`config.mk`:
```
export PLATFORM = sky130hd
export DESIGN_NAME = gain_and_linear_resampler_unit
export DESIGN_NICKNAME = d
export VERILOG_FILES = /design/src/design/glru_pkg.sv /design/src/design/gain_and_linear_resampler_unit.sv /design/src/design/glru_gain.sv /design/src/design/glru_interp.sv
export VERILOG_INCLUDE_DIRS = /design/src /design/src/design
export SDC_FILE = /design/constraint.sdc
export NUM_CORES = 1
export LEC_CHECK = 0
export BUFFER_PORTS_ARGS = -buffer_cell sky130_fd_sc_hd__buf_2
export CAP_MARGIN = 20
export CORE_UTILIZATION = 35
export CTS_BUF_LIST = sky130_fd_sc_hd__clkbuf_16
export CTS_CLUSTER_SIZE = 24
export DETAILED_ROUTE_END_ITERATION = 10
export PLACE_DENSITY = 0.48
export RECOVER_POWER = 100
export SYNTH_ARGS = -nofsm -noshare
export SYNTH_HDL_FRONTEND = slang
export SYNTH_SLANG_ARGS = --single-unit
export TNS_END_PERCENT = 1
```
`constraint.sdc`:
```
create_clock -name clk -period 9.66 [get_ports clk]
set_input_delay 0.483 -clock clk [delete_from_list [all_inputs] [get_ports clk]]
set_output_delay 0.483 -clock clk [all_outputs]
set_load 0.02 [all_outputs]
```
`src/design/gain_and_linear_resampler_unit_defines.svh`:
```
// Assertion macros shared by the resampler RTL
`ifndef GAIN_AND_LINEAR_RESAMPLER_UNIT_DEFINES_SVH
`define GAIN_AND_LINEAR_RESAMPLER_UNIT_DEFINES_SVH

// same-cycle implication
`define GLRU_ASSERT_IMP(label, clk, rst, ante, cons, msg) \
  label: assert property (@(posedge clk) disable iff (rst) (ante) |-> (cons)) else $error(msg);

// next-cycle implication
`define GLRU_ASSERT_NXT(label, clk, rst, ante, cons, msg) \
  label: assert property (@(posedge clk) disable iff (rst) (ante) |=> (cons)) else $error(msg);

`endif

```
`src/design/glru_pkg.sv`:
```
// Types and constants for the gain and linear resampler
package glru_pkg;

  localparam int SAMPLE_W    = 16;
  localparam int VOL_W       = 7;
  localparam int STEP_W      = 20;
  localparam int CFG_DATA_W  = 20;
  localparam int CFG_INDEX_W = 2;
  localparam int GAIN_W      = 21;
  localparam int GAIN_DEN_W  = 22;

  // 127 cubed
  localparam logic [GAIN_DEN_W-1:0] GAIN_DEN = 22'd2048383;

  localparam logic [CFG_INDEX_W-1:0] REG_PROG_GAIN  = 2'd0;
  localparam logic [CFG_INDEX_W-1:0] REG_TONE_GAIN  = 2'd1;
  localparam logic [CFG_INDEX_W-1:0] REG_PLAY_GAIN  = 2'd2;
  localparam logic [CFG_INDEX_W-1:0] REG_PITCH_STEP = 2'd3;

  localparam logic [VOL_W-1:0] VOL_RESET = 7'd127;

  typedef struct packed {
    logic signed [SAMPLE_W-1:0] in_sample;
    logic                       in_last;
  } in_item_t;

  typedef struct packed {
    logic signed [SAMPLE_W-1:0] out_sample;
    logic                       out_last;
  } out_item_t;

  typedef struct packed {
    logic busy;
    logic done;
  } unit_status_t;

endpackage

```
`src/design/gain_and_linear_resampler_unit.sv`:
```
// Gain and linear-interpolation resampler, top level
//
//   channel  direction  handshake         payload
//   in       sink       in_valid/ready    in_item_t  (in_sample, in_last)
//   out      source     out_valid/ready   out_item_t (out_sample, out_last)
//   cfg      sink       cfg_write         cfg_index, cfg_data
//
// An accepted input passes through the serial gain unit (two volume multiplies,
// 16 shift-add steps, 16 restoring divide steps and a done state) before any output.
// Each interpolated output passes through the serial interpolator, and each flush
// output is registered straight from the held sample; an out_ready stall holds either.
// Synchronous reset restores volumes to 127, step to 1.0 and clears clip state.
// in_ready is high only between input transactions.
`include "gain_and_linear_resampler_unit_defines.svh"

module gain_and_linear_resampler_unit
  import glru_pkg::*;
#(
  parameter int PHASE_FRAC_BITS = 16
) (
  input  logic                   clk,
  input  logic                   rst,
  input  logic                   in_valid,
  output logic                   in_ready,
  input  in_item_t               in_data,
  output logic                   out_valid,
  input  logic                   out_ready,
  output out_item_t              out_data,
  input  logic                   cfg_write,
  input  logic [CFG_INDEX_W-1:0] cfg_index,
  input  logic [CFG_DATA_W-1:0]  cfg_data
);

  localparam int POS_W = ((PHASE_FRAC_BITS > STEP_W) ? PHASE_FRAC_BITS : STEP_W) + 2;
  localparam logic [POS_W-1:0] ONE      = POS_W'(1) << PHASE_FRAC_BITS;
  localparam logic [POS_W-1:0] TWO      = ONE << 1;
  localparam logic [POS_W-1:0] MIN_STEP = POS_W'(1) << (PHASE_FRAC_BITS - 4);
  localparam logic [STEP_W-1:0] STEP_RESET = ONE[STEP_W-1:0];

  localparam logic [2:0] S_IDLE   = 3'd0;
  localparam logic [2:0] S_GAIN   = 3'd1;
  localparam logic [2:0] S_ILOOP  = 3'd2;
  localparam logic [2:0] S_INTERP = 3'd3;
  localparam logic [2:0] S_OUT_I  = 3'd4;
  localparam logic [2:0] S_FLOOP  = 3'd5;
  localparam logic [2:0] S_OUT_F  = 3'd6;

  logic [2:0]                 state;
  logic [VOL_W-1:0]           prog_gain;
  logic [VOL_W-1:0]           tone_gain;
  logic [VOL_W-1:0]           play_gain;
  logic [STEP_W-1:0]          pitch_step;
  logic signed [SAMPLE_W-1:0] previous_sample;
  logic                       have_previous;
  logic [POS_W-1:0]           pos;
  logic signed [SAMPLE_W-1:0] cur_sample;
  logic                       last_item;
  logic                       mark_last;

  logic [POS_W-1:0]           step_ext;
  logic [POS_W-1:0]           step_eff;
  logic [POS_W-1:0]           pos_adv;
  logic                       pos_below_one;
  logic                       gain_start;
  logic                       interp_start;
  unit_status_t               gain_st;
  unit_status_t               interp_st;
  logic signed [SAMPLE_W-1:0] gained;
  logic signed [SAMPLE_W-1:0] interp_result;

  always_comb begin
    step_ext      = POS_W'(pitch_step);
    step_eff      = (step_ext < MIN_STEP) ? MIN_STEP : step_ext;
    pos_adv       = pos + step_eff;
    pos_below_one = pos < ONE;
  end

  assign in_ready     = state == S_IDLE;
  assign out_valid    = (state == S_OUT_I) || (state == S_OUT_F);
  assign gain_start   = (state == S_IDLE) && in_valid;
  assign interp_start = (state == S_ILOOP) && pos_below_one;

  glru_gain u_gain (
    .clk    (clk),
    .rst    (rst),
    .start  (gain_start),
    .sample (in_data.in_sample),
    .vol_a  (prog_gain),
    .vol_b  (tone_gain),
    .vol_c  (play_gain),
    .status (gain_st),
    .gained (gained)
  );

  glru_interp #(
    .FRAC_BITS (PHASE_FRAC_BITS)
  ) u_interp (
    .clk    (clk),
    .rst    (rst),
    .start  (interp_start),
    .a      (previous_sample),
    .b      (cur_sample),
    .frac   (pos[PHASE_FRAC_BITS-1:0]),
    .status (interp_st),
    .result (interp_result)
  );

  always_ff @(posedge clk) begin
    if (rst) begin
      state           <= S_IDLE;
      prog_gain       <= VOL_RESET;
      tone_gain       <= VOL_RESET;
      play_gain       <= VOL_RESET;
      pitch_step      <= STEP_RESET;
      previous_sample <= '0;
      have_previous   <= 1'b0;
      pos             <= '0;
      last_item       <= 1'b0;
    end else begin
      if (cfg_write) begin
        case (cfg_index)
          REG_PROG_GAIN:  prog_gain  <= cfg_data[VOL_W-1:0];
          REG_TONE_GAIN:  tone_gain  <= cfg_data[VOL_W-1:0];
          REG_PLAY_GAIN:  play_gain  <= cfg_data[VOL_W-1:0];
          REG_PITCH_STEP: pitch_step <= cfg_data[STEP_W-1:0];
          default: ;
        endcase
      end
      case (state)
        S_IDLE: begin
          if (in_valid) begin
            last_item <= in_data.in_last;
            state     <= S_GAIN;
          end
        end
        S_GAIN: begin
          if (gain_st.done) begin
            cur_sample <= gained;
            if (have_previous) begin
              state <= S_ILOOP;
            end else begin
              previous_sample <= gained;
              have_previous   <= 1'b1;
              state           <= last_item ? S_FLOOP : S_IDLE;
            end
          end
        end
        S_ILOOP: begin
          if (pos_below_one) begin
            mark_last <= last_item && (pos_adv >= TWO);
            pos       <= pos_adv;
            state     <= S_INTERP;
          end else begin
            pos             <= pos - ONE;
            previous_sample <= cur_sample;
            have_previous   <= 1'b1;
            state           <= last_item ? S_FLOOP : S_IDLE;
          end
        end
        S_INTERP: begin
          if (interp_st.done) begin
            out_data.out_sample <= interp_result;
            out_data.out_last   <= mark_last;
            state               <= S_OUT_I;
          end
        end
        S_OUT_I: begin
          if (out_ready) state <= S_ILOOP;
        end
        S_FLOOP: begin
          if (pos_below_one) begin
            out_data.out_sample <= cur_sample;
            out_data.out_last   <= pos_adv >= ONE;
            pos                 <= pos_adv;
            state               <= S_OUT_F;
          end else begin
            // end of clip: next transaction starts a fresh clip
            pos             <= '0;
            previous_sample <= '0;
            have_previous   <= 1'b0;
            state           <= S_IDLE;
          end
        end
        S_OUT_F: begin
          if (out_ready) state <= S_FLOOP;
        end
        default: state <= S_IDLE;
      endcase
    end
  end

  `GLRU_ASSERT_IMP(a_idle_units_quiet, clk, rst, state == S_IDLE, !gain_st.busy && !interp_st.busy, "serial unit busy while idle")
  `GLRU_ASSERT_IMP(a_gain_done_owner, clk, rst, gain_st.done, state == S_GAIN, "gain result outside gain wait")
  `GLRU_ASSERT_IMP(a_interp_done_owner, clk, rst, interp_st.done, state == S_INTERP, "interpolation result unexpected")
  `GLRU_ASSERT_IMP(a_last_needs_last_in, clk, rst, out_valid && out_data.out_last, last_item, "last output without last input")
  `GLRU_ASSERT_NXT(a_clip_end_clears, clk, rst, (state == S_FLOOP) && !pos_below_one, !have_previous && (pos == '0), "clip state not cleared")

endmodule

```
`src/design/glru_gain.sv`:
```
// Bit-serial gain: sample times three volumes, divided by 127 cubed toward zero
module glru_gain
  import glru_pkg::*;
(
  input  logic                       clk,
  input  logic                       rst,
  input  logic                       start,
  input  logic signed [SAMPLE_W-1:0] sample,
  input  logic [VOL_W-1:0]           vol_a,
  input  logic [VOL_W-1:0]           vol_b,
  input  logic [VOL_W-1:0]           vol_c,
  output unit_status_t               status,
  output logic signed [SAMPLE_W-1:0] gained
);

  localparam logic [2:0] G_IDLE = 3'd0;
  localparam logic [2:0] G_VOL1 = 3'd1;
  localparam logic [2:0] G_VOL2 = 3'd2;
  localparam logic [2:0] G_MUL  = 3'd3;
  localparam logic [2:0] G_DIV  = 3'd4;
  localparam logic [2:0] G_DONE = 3'd5;

  logic [2:0]            state;
  logic                  neg;
  logic [SAMPLE_W-1:0]   mplier;
  logic [GAIN_W-1:0]     num;
  logic [GAIN_W-1:0]     prod_hi;
  logic [SAMPLE_W-1:0]   prod_lo;
  logic [3:0]            cnt;

  logic [SAMPLE_W-1:0]   sample_u;
  logic [2*VOL_W-1:0]    vol_ab;
  logic [GAIN_W-1:0]     vol_abc;
  logic [GAIN_W:0]       mul_sum;
  logic [GAIN_DEN_W-1:0] trial;
  logic                  trial_ge;
  logic [GAIN_DEN_W-1:0] trial_sub;

  always_comb begin
    sample_u  = sample;
    vol_ab    = vol_a * vol_b;
    vol_abc   = num[2*VOL_W-1:0] * vol_c;
    mul_sum   = {1'b0, prod_hi} + (mplier[0] ? {1'b0, num} : '0);
    trial     = {prod_hi, prod_lo[SAMPLE_W-1]};
    trial_ge  = trial >= GAIN_DEN;
    trial_sub = trial - GAIN_DEN;
  end

  always_ff @(posedge clk) begin
    if (rst) begin
      state <= G_IDLE;
      cnt   <= '0;
    end else begin
      case (state)
        G_IDLE: begin
          if (start) begin
            neg    <= sample[SAMPLE_W-1];
            mplier <= sample[SAMPLE_W-1] ? (~sample_u + 16'd1) : sample_u;
            state  <= G_VOL1;
          end
        end
        G_VOL1: begin
          num   <= GAIN_W'(vol_ab);
          state <= G_VOL2;
        end
        G_VOL2: begin
          num     <= vol_abc;
          prod_hi <= '0;
          cnt     <= '0;
          state   <= G_MUL;
        end
        G_MUL: begin
          prod_hi <= mul_sum[GAIN_W:1];
          prod_lo <= {mul_sum[0], prod_lo[SAMPLE_W-1:1]};
          mplier  <= {1'b0, mplier[SAMPLE_W-1:1]};
          cnt     <= cnt + 4'd1;
          if (cnt == 4'd15) state <= G_DIV;
        end
        G_DIV: begin
          prod_hi <= trial_ge ? trial_sub[GAIN_W-1:0] : trial[GAIN_W-1:0];
          prod_lo <= {prod_lo[SAMPLE_W-2:0], trial_ge};
          cnt     <= cnt + 4'd1;
          if (cnt == 4'd15) state <= G_DONE;
        end
        G_DONE: state <= G_IDLE;
        default: state <= G_IDLE;
      endcase
    end
  end

  // quotient sits in prod_lo once division completes
  assign gained      = neg ? (~prod_lo + 16'd1) : prod_lo;
  assign status.busy = state != G_IDLE;
  assign status.done = state == G_DONE;

endmodule

```
`src/design/glru_interp.sv`:
```
// Bit-serial linear interpolation with round half away from zero
module glru_interp
  import glru_pkg::*;
#(
  parameter int FRAC_BITS = 16
) (
  input  logic                       clk,
  input  logic                       rst,
  input  logic                       start,
  input  logic signed [SAMPLE_W-1:0] a,
  input  logic signed [SAMPLE_W-1:0] b,
  input  logic [FRAC_BITS-1:0]       frac,
  output unit_status_t               status,
  output logic signed [SAMPLE_W-1:0] result
);

  localparam int CNT_W = $clog2(FRAC_BITS);

  localparam logic [1:0] I_IDLE = 2'd0;
  localparam logic [1:0] I_MUL  = 2'd1;
  localparam logic [1:0] I_RND  = 2'd2;
  localparam logic [1:0] I_DONE = 2'd3;

  logic [1:0]                 state;
  logic signed [SAMPLE_W-1:0] a_reg;
  logic signed [SAMPLE_W:0]   diff;
  logic signed [SAMPLE_W:0]   hi;
  logic [FRAC_BITS-1:0]       lo;
  logic [FRAC_BITS-1:0]       fr;
  logic [CNT_W-1:0]           cnt;

  logic [SAMPLE_W+1:0]        step_sum;
  logic [SAMPLE_W+1:0]        hsum;
  logic                       inc;
  logic [SAMPLE_W+1:0]        rnd;

  always_comb begin
    step_sum = {hi[SAMPLE_W], hi} + (fr[0] ? {diff[SAMPLE_W], diff} : '0);
    hsum     = {{2{a_reg[SAMPLE_W-1]}}, a_reg} + {hi[SAMPLE_W], hi};
    inc      = hsum[SAMPLE_W+1] ? (lo[FRAC_BITS-1] & (|lo[FRAC_BITS-2:0]))
                                : lo[FRAC_BITS-1];
    rnd      = hsum + {{(SAMPLE_W+1){1'b0}}, inc};
  end

  always_ff @(posedge clk) begin
    if (rst) begin
      state <= I_IDLE;
      cnt   <= '0;
    end else begin
      case (state)
        I_IDLE: begin
          if (start) begin
            a_reg <= a;
            diff  <= {b[SAMPLE_W-1], b} - {a[SAMPLE_W-1], a};
            hi    <= '0;
            fr    <= frac;
            cnt   <= '0;
            state <= I_MUL;
          end
        end
        I_MUL: begin
          hi    <= step_sum[SAMPLE_W+1:1];
          lo    <= {step_sum[0], lo[FRAC_BITS-1:1]};
          fr    <= {1'b0, fr[FRAC_BITS-1:1]};
          cnt   <= cnt + 1'b1;
          if (cnt == CNT_W'(FRAC_BITS - 1)) state <= I_RND;
        end
        I_RND: begin
          result <= rnd[SAMPLE_W-1:0];
          state  <= I_DONE;
        end
        I_DONE: state <= I_IDLE;
        default: state <= I_IDLE;
      endcase
    end
  end

  assign status.busy = state != I_IDLE;
  assign status.done = state == I_DONE;

endmodule
```
==> results of run 1 <==
==> area by class of cell <==
cell class              instances  area (sq um)
flip-flops and latches        304          8158
well taps                     837          1047
clock inverters                32         212.7
clock buffers                  41          1026
fillers                      6317         37680
inverters                     172         645.6
multi-input cells            1804         13010
repair buffers                 85         387.9
==> placed cells by master (no fill, tap or decap), drive strengths merged, types with 21 or more instances in the layout <==
cell	n
o22ai	21
edfxtp	207
fa	88
nand3	46
a22oi	31
inv	182
nand2	347
a21oi	113
dfxtp	97
nand3b	25
a21o	28
and2	133
ha	174
nor2	158
nor3	45
nor2b	30
xnor2	78
clkbuf	81
xor2	63
o21ai	86
buf	45
a211oi	40
o21a	21
==> worst min-delay path by stage <==
| stage | end | slack, ns | cells after the start |
|---|---|---|---|
| floorplan | u_interp.lo[14]$_DFFE_PP_ | 0.42 | 0 |
| global placement | u_interp.lo[2]$_DFFE_PP_ | 0.43 | 0 |
| detailed placement | u_interp.lo[10]$_DFFE_PP_ | 0.44 | 0 |
| CTS | pitch_step[8]$_SDFFE_PP0P_ | 0.13 | 3 |
| global route | pitch_step[10]$_SDFFE_PP0P_ | 0.14 | 3 |
| finish | pitch_step[8]$_SDFFE_PP0P_ | 0.16 | 3 |
==> metal layers <==
metal  vias up  part of all wire  GRT usage  routed length, microns
li1       8396                 -          -                       -
met1      8065              0.48     0.2258                   25300
met2       191              0.47     0.2822                   24980
met3        76             0.029    0.02305                    1560
met4         0             0.024    0.04589                    1274
met5         -                 0          0                       0
==> worst reg2reg max path: stages (launching register included) <==
cell       delay (ns)
dfxtp_1          0.62
nand2_1          0.15
fa_1             0.53
fa_1             0.55
inv_1            0.06
fa_1             0.53
inv_1            0.05
fa_1             0.52
inv_1            0.04
ha_1             0.34
o21a_1           0.14
a211oi_1         0.35
o21ai_0          0.22
a31oi_1          0.40
o21ai_0          0.23
a2111oi_0        0.79
o31ai_1          0.21
mux2i_1          0.15
==> cell families (layout without fill, tap and decap cells) <==
kind of cell	count (synthesis)	in the layout	share of synthesized area
AND/OR/NAND/NOR	896	896	0.1957
AO/OA/AOI/OAI	478	478	0.1449
flip-flops	304	304	0.3683
adder cells (fa/ha/maj)	262	262	0.1778
buffers and inverters	257	330	0.04366
XOR/XNOR	142	142	0.05677
multiplexers	26	26	0.01282
==> per-stage QoR <==
stage | utilization | cells | area (sq um)
2_1_floorplan | - | 2365 | 22150
3_5_place_dp | 0.3764 | 3202 | 23400
3_3_place_gp | 0.3763 | 3201 | 23390
4_1_cts | 0.3963 | 3275 | 24640
6_report | 0.3938 | 3275 | 24480
5_1_grt | 0.3938 | 3275 | 24480
==> flow_summary.json, run 1 <==
{
  "status": "finished, violations left",
  "violations": "capacitance limit, slew limit",
  "grt_max_degree": 80,
  "maxCapViolations": 6,
  "core-area_sq_mm": 0.06217,
  "drt_iter0_markers": 825,
  "ff2ff_path_depth": 17,
  "syn_area_sq_mm": 0.02215,
  "cts_root_buf": "clkbuf_16",
  "regToRegEndpoint": "u_gain.num[20]$_SDFFCE_PN0P_",
  "cts_tree": "yes",
  "cts_max_level": 2,
  "whs_ns": 0.1640,
  "antennaDiodeCount": 0,
  "totalWireLength_microns": 53120,
  "syn_to_final_growth_pct": 10.53,
  "grt_pass1_wl_microns": 87100,
  "crit_path_max_incr_delay_ns": 0.79,
  "dr.pass1.iters": 5,
  "drv_slew": 254,
  "clk_latency_ns": 0.57,
  "ant_nets": 0,
  "cp-end-kind": "register",
  "drc": 0,
  "synth_cells": 2365,
  "synth.area.top_cells": "edfxtp_1 28%, ha_1 9.8%, dfxtp_1 8.8%, fa_1 8.0%, nand2_1 5.9%",
  "slew_headroom": -1.308,
  "required_ns": 9.95,
  "grt_setup_unrepaired": "false",
  "antenna_found_initial": 1,
  "postSynthAreaPerCell_sq_um": 9.366,
  "wl_per_cell_microns": 16.22,
  "endpoint": "u_gain.num[20]$_SDFFCE_PN0P_",
  "reg2reg_slack_ns": 3.50,
  "setup_ws_ns": 3.504,
  "track_usage": 0.1683,
  "die_w_microns": 253.6,
  "synth-seq-cells": 304,
  "worst-path-stages": 17,
  "synth_edf_count": 207,
  "max_freq_mhz": 162.4,
  "period_share": 0.6373,
  "yosysMostFrequentCell": "nand2_1",
  "regMostFlops": "pos",
  "postCtsSetupBuffers": 0,
  "clkSinkCount": 304,
  "grt_overflow": 0,
  "crit_arrival_ns": 6.45,
  "dr_total_vias": 16730,
  "cts-resized-gates": 0,
  "dieHeight_microns": 253.6,
  "boundaryPins": 63,
  "path_cells": "nand2_1 > fa_1 > fa_1 > inv_1 > fa_1 > inv_1 > fa_1 > inv_1 > ha_1 > o21a_1 > a211oi_1 > o21ai_0 > a31oi_1 > o21ai_0 > a2111oi_0 > o31ai_1 > mux2i_1",
  "syn-num-nets": 2671,
  "place_worst_setup_slack_ns": 4.083,
  "yosys.cell_types.count": 84,
  "r2r-start": "play_gain[6]$_SDFFE_PP1P_",
  "synth_common_cells": "347 x nand2_1, 207 x edfxtp_1, 174 x ha_1, 172 x inv_1, 157 x nor2_1",
  "worstMarginPinSlew_ns": 3.462,
  "hold_path_class": "in -> reg",
  "hold_viol": 0,
  "die-area_sq_mm": 0.06430,
  "hold_start": "cfg_data[8]",
  "nets": 2713,
  "finalSetupViolCount": 0,
  "start_kind": "register",
  "cts_made_buffers": 40,
  "seq_area_frac_synth": 0.3683,
  "fp-row-count": 91,
  "viasPerCell": 5.108,
  "clockBufferDepth": 3,
  "fin_skew_ns": 0.02394,
  "place.gp.congestion": 0.8276,
  "io_buffer_count": 62,
  "layout-drive-gt1-share": 0.05906,
  "cts_hold_buf": 0,
  "largest_reg_flops": 22,
  "synth_top_area_frac": 0.2806,
  "path_clk_slew_ns": 0.06,
  "async_flop_share": 0,
  "crit_fanout": 15,
  "grt_pass1_vias": 16600,
  "worst-path-buf-inv": 3,
  "worst-setup-path-type": "reg -> reg",
  "ys_warn_count": 0,
  "period_needed_ns": 6.156,
  "top_regs": "pos x22, u_gain.num x21, u_gain.prod_hi x21",
  "crit_family": "adder cells",
  "crit_top_cell": "fa_1",
  "synth_flop_cell": "edfxtp_1",
  "start_util": 0.3563,
  "post-synth-top-area-cell": "edfxtp_1",
  "slowest_stage": "a2111oi_0",
  "dp_hpwl_microns": 39830,
  "setup-tns-final_ns": 0,
  "startpoint": "play_gain[6]$_SDFFE_PP1P_"
}
Power of run 1 is not shown: default switching activity piles up to over one toggle a cycle in this logic, so the estimate is an artifact.
==> run 2, diff against run 1 <==
- clock period: 9.66 -> 6.1 ns (I/O delays scaled with it)
==> run 2 against run 1 <==
Compared with the run above: maximum frequency is 8.9% higher; the run still ends with capacitance limit, slew limit left; critical path type unchanged; wire length is 0.16% higher; largest cell class unchanged; sequential share of layout area is 0.27 points lower; critical path depth stayed put.
==> flow_summary.json, run 2 (synthesized netlist as in run 1, its figures left out) <==
{
  "dr.pass1.iters": 7,
  "period_needed_ns": 5.652,
  "violations": "capacitance limit, slew limit",
  "slew_headroom": -0.9513,
  "largest_reg_flops": 22,
  "grt_pass1_wl_microns": 87740,
  "hold_viol": 0,
  "dp_hpwl_microns": 40210,
  "finalSetupViolCount": 0,
  "clockBufferDepth": 3,
  "cp-end-kind": "register",
  "grt_overflow": 0,
  "die-area_sq_mm": 0.06430,
  "viasPerCell": 5.105,
  "drc": 0,
  "layout_commonest_cell": "nand2_1",
  "place.gp.congestion": 0.8259,
  "cts_tree": "yes",
  "track_usage": 0.1694,
  "drt_iter0_markers": 840,
  "syn_to_final_growth_pct": 11.43,
  "layout-drive-gt1-share": 0.06033,
  "ant_nets": 0,
  "setup-tns-final_ns": 0,
  "dr_total_vias": 16800,
  "top_regs": "pos x22, u_gain.num x21, u_gain.prod_hi x21",
  "die_w_microns": 253.6,
  "fin_skew_ns": 0.02280,
  "layout_common_cells": "347 x nand2_1, 207 x edfxtp_1, 183 x inv_1",
  "dieHeight_microns": 253.6,
  "drv_slew": 192,
  "wl_per_cell_microns": 16.17,
  "required_ns": 6.41,
  "status": "finished, violations left",
  "grt_setup_unrepaired": "false",
  "cts_root_buf": "clkbuf_16",
  "clkSinkCount": 304,
  "totalWireLength_microns": 53200,
  "boundaryPins": 63,
  "grt_max_degree": 62,
  "crit_fanout": 15,
  "cts-resized-gates": 0,
  "max_freq_mhz": 176.9,
  "antennaDiodeCount": 0,
  "nets": 2728,
  "antenna_found_initial": 1,
  "hold_path_class": "in -> reg",
  "regMostFlops": "pos",
  "crit_path_max_incr_delay_ns": 0.60,
  "maxCapViolations": 6,
  "clk_latency_ns": 0.56,
  "worstMarginPinSlew_ns": 2.927,
  "path_cells": "nand2_1 > fa_1 > fa_1 > inv_1 > fa_1 > inv_1 > fa_1 > inv_1 > ha_1 > o21a_1 > a211oi_1 > o21ai_0 > a31oi_2 > o21ai_1 > a2111oi_2 > o31ai_1 > mux2i_1",
  "slowest_stage": "dfxtp_1",
  "crit_top_cell": "fa_1",
  "grt_pass1_vias": 16870,
  "core-area_sq_mm": 0.06217,
  "io_buffer_count": 62,
  "start_util": 0.3563,
  "crit_arrival_ns": 5.96,
  "period_share": 0.9265,
  "worst-setup-path-type": "reg -> reg",
  "path_clk_slew_ns": 0.06,
  "cts_max_level": 2,
  "start_kind": "register",
  "fp-row-count": 91,
  "cts_made_buffers": 41
}
run 2: changes by cell type in the layout (fill, tap and decap cells not counted), sizes merged:
| cell | previous run | this run |
|---|---|---|
| buf | 45 | 46 |
| clkinv | 20 | 13 |
| inv | 182 | 187 |
| dlygate4sd3 | 0 | 13 |
| clkbuf | 81 | 84 |
run 2: cell type report:
class,count,area [sq um]
Sequential cell,304,8158
Tap cell,837,1047
Clock inverter,30,186.4
Inverter,172,645.6
Timing Repair Buffer,99,526.8
Multi-Input combinational cell,1804,13020
Clock buffer,44,1101
Fill cell,6248,37480
run 2: critical path: cells and delay by family (launching register included):
kind	cells	cell delay (ns)
flops	1	0.60
compound gates	7	1.88
buf+inv	3	0.16
simple gates	1	0.14
mux	1	0.14
fa+ha+maj	5	2.49
run 2: through the flow:
stage	hold WS [ns]	setup WS (ns)	std cells	util	area (sq um)
after floorplan	0.4039	1.031	2365	-	22150
after global placement	0.4327	0.5582	3202	0.3764	23400
after detailed placement	0.4373	0.4735	3203	0.3766	23410
after CTS	0.01017	0.4505	3290	0.3994	24830
after global routing	0.03912	0.1286	3290	0.3971	24680
final	0.03912	0.4483	3290	0.3971	24680
run 2: final timing paths:
path                                from                      endpoint  slack, ns  cells after the start
min                          cfg_data[0]    pitch_step[0]$_SDFFE_PP0P_       0.04                      3
max reg2reg    play_gain[5]$_SDFFE_PP1P_  u_gain.num[20]$_SDFFCE_PN0P_       0.45                     17
max            play_gain[5]$_SDFFE_PP1P_  u_gain.num[20]$_SDFFCE_PN0P_       0.45                     17
min reg2reg  pitch_step[10]$_SDFFE_PP0P_   pitch_step[10]$_SDFFE_PP0P_       0.45                      2
run 2: repair_timing:
action / CTS / global route
setup endpoints to repair: 0 / 0
hold buffers: 13 / 0
endpoints found under the hold margin: 13 / 0
setup buffers: 0 / 0
run 2: routing by layer:
layer / track usage / share of wire / wire (microns)
met5: 0 / 0 / 0
met4: 0.05056 / 0.026 / 1379
met3: 0.02520 / 0.030 / 1582
met2: 0.2867 / 0.48 / 25360
met1: 0.2222 / 0.47 / 24880
Power of run 2 is left out for the same reason.
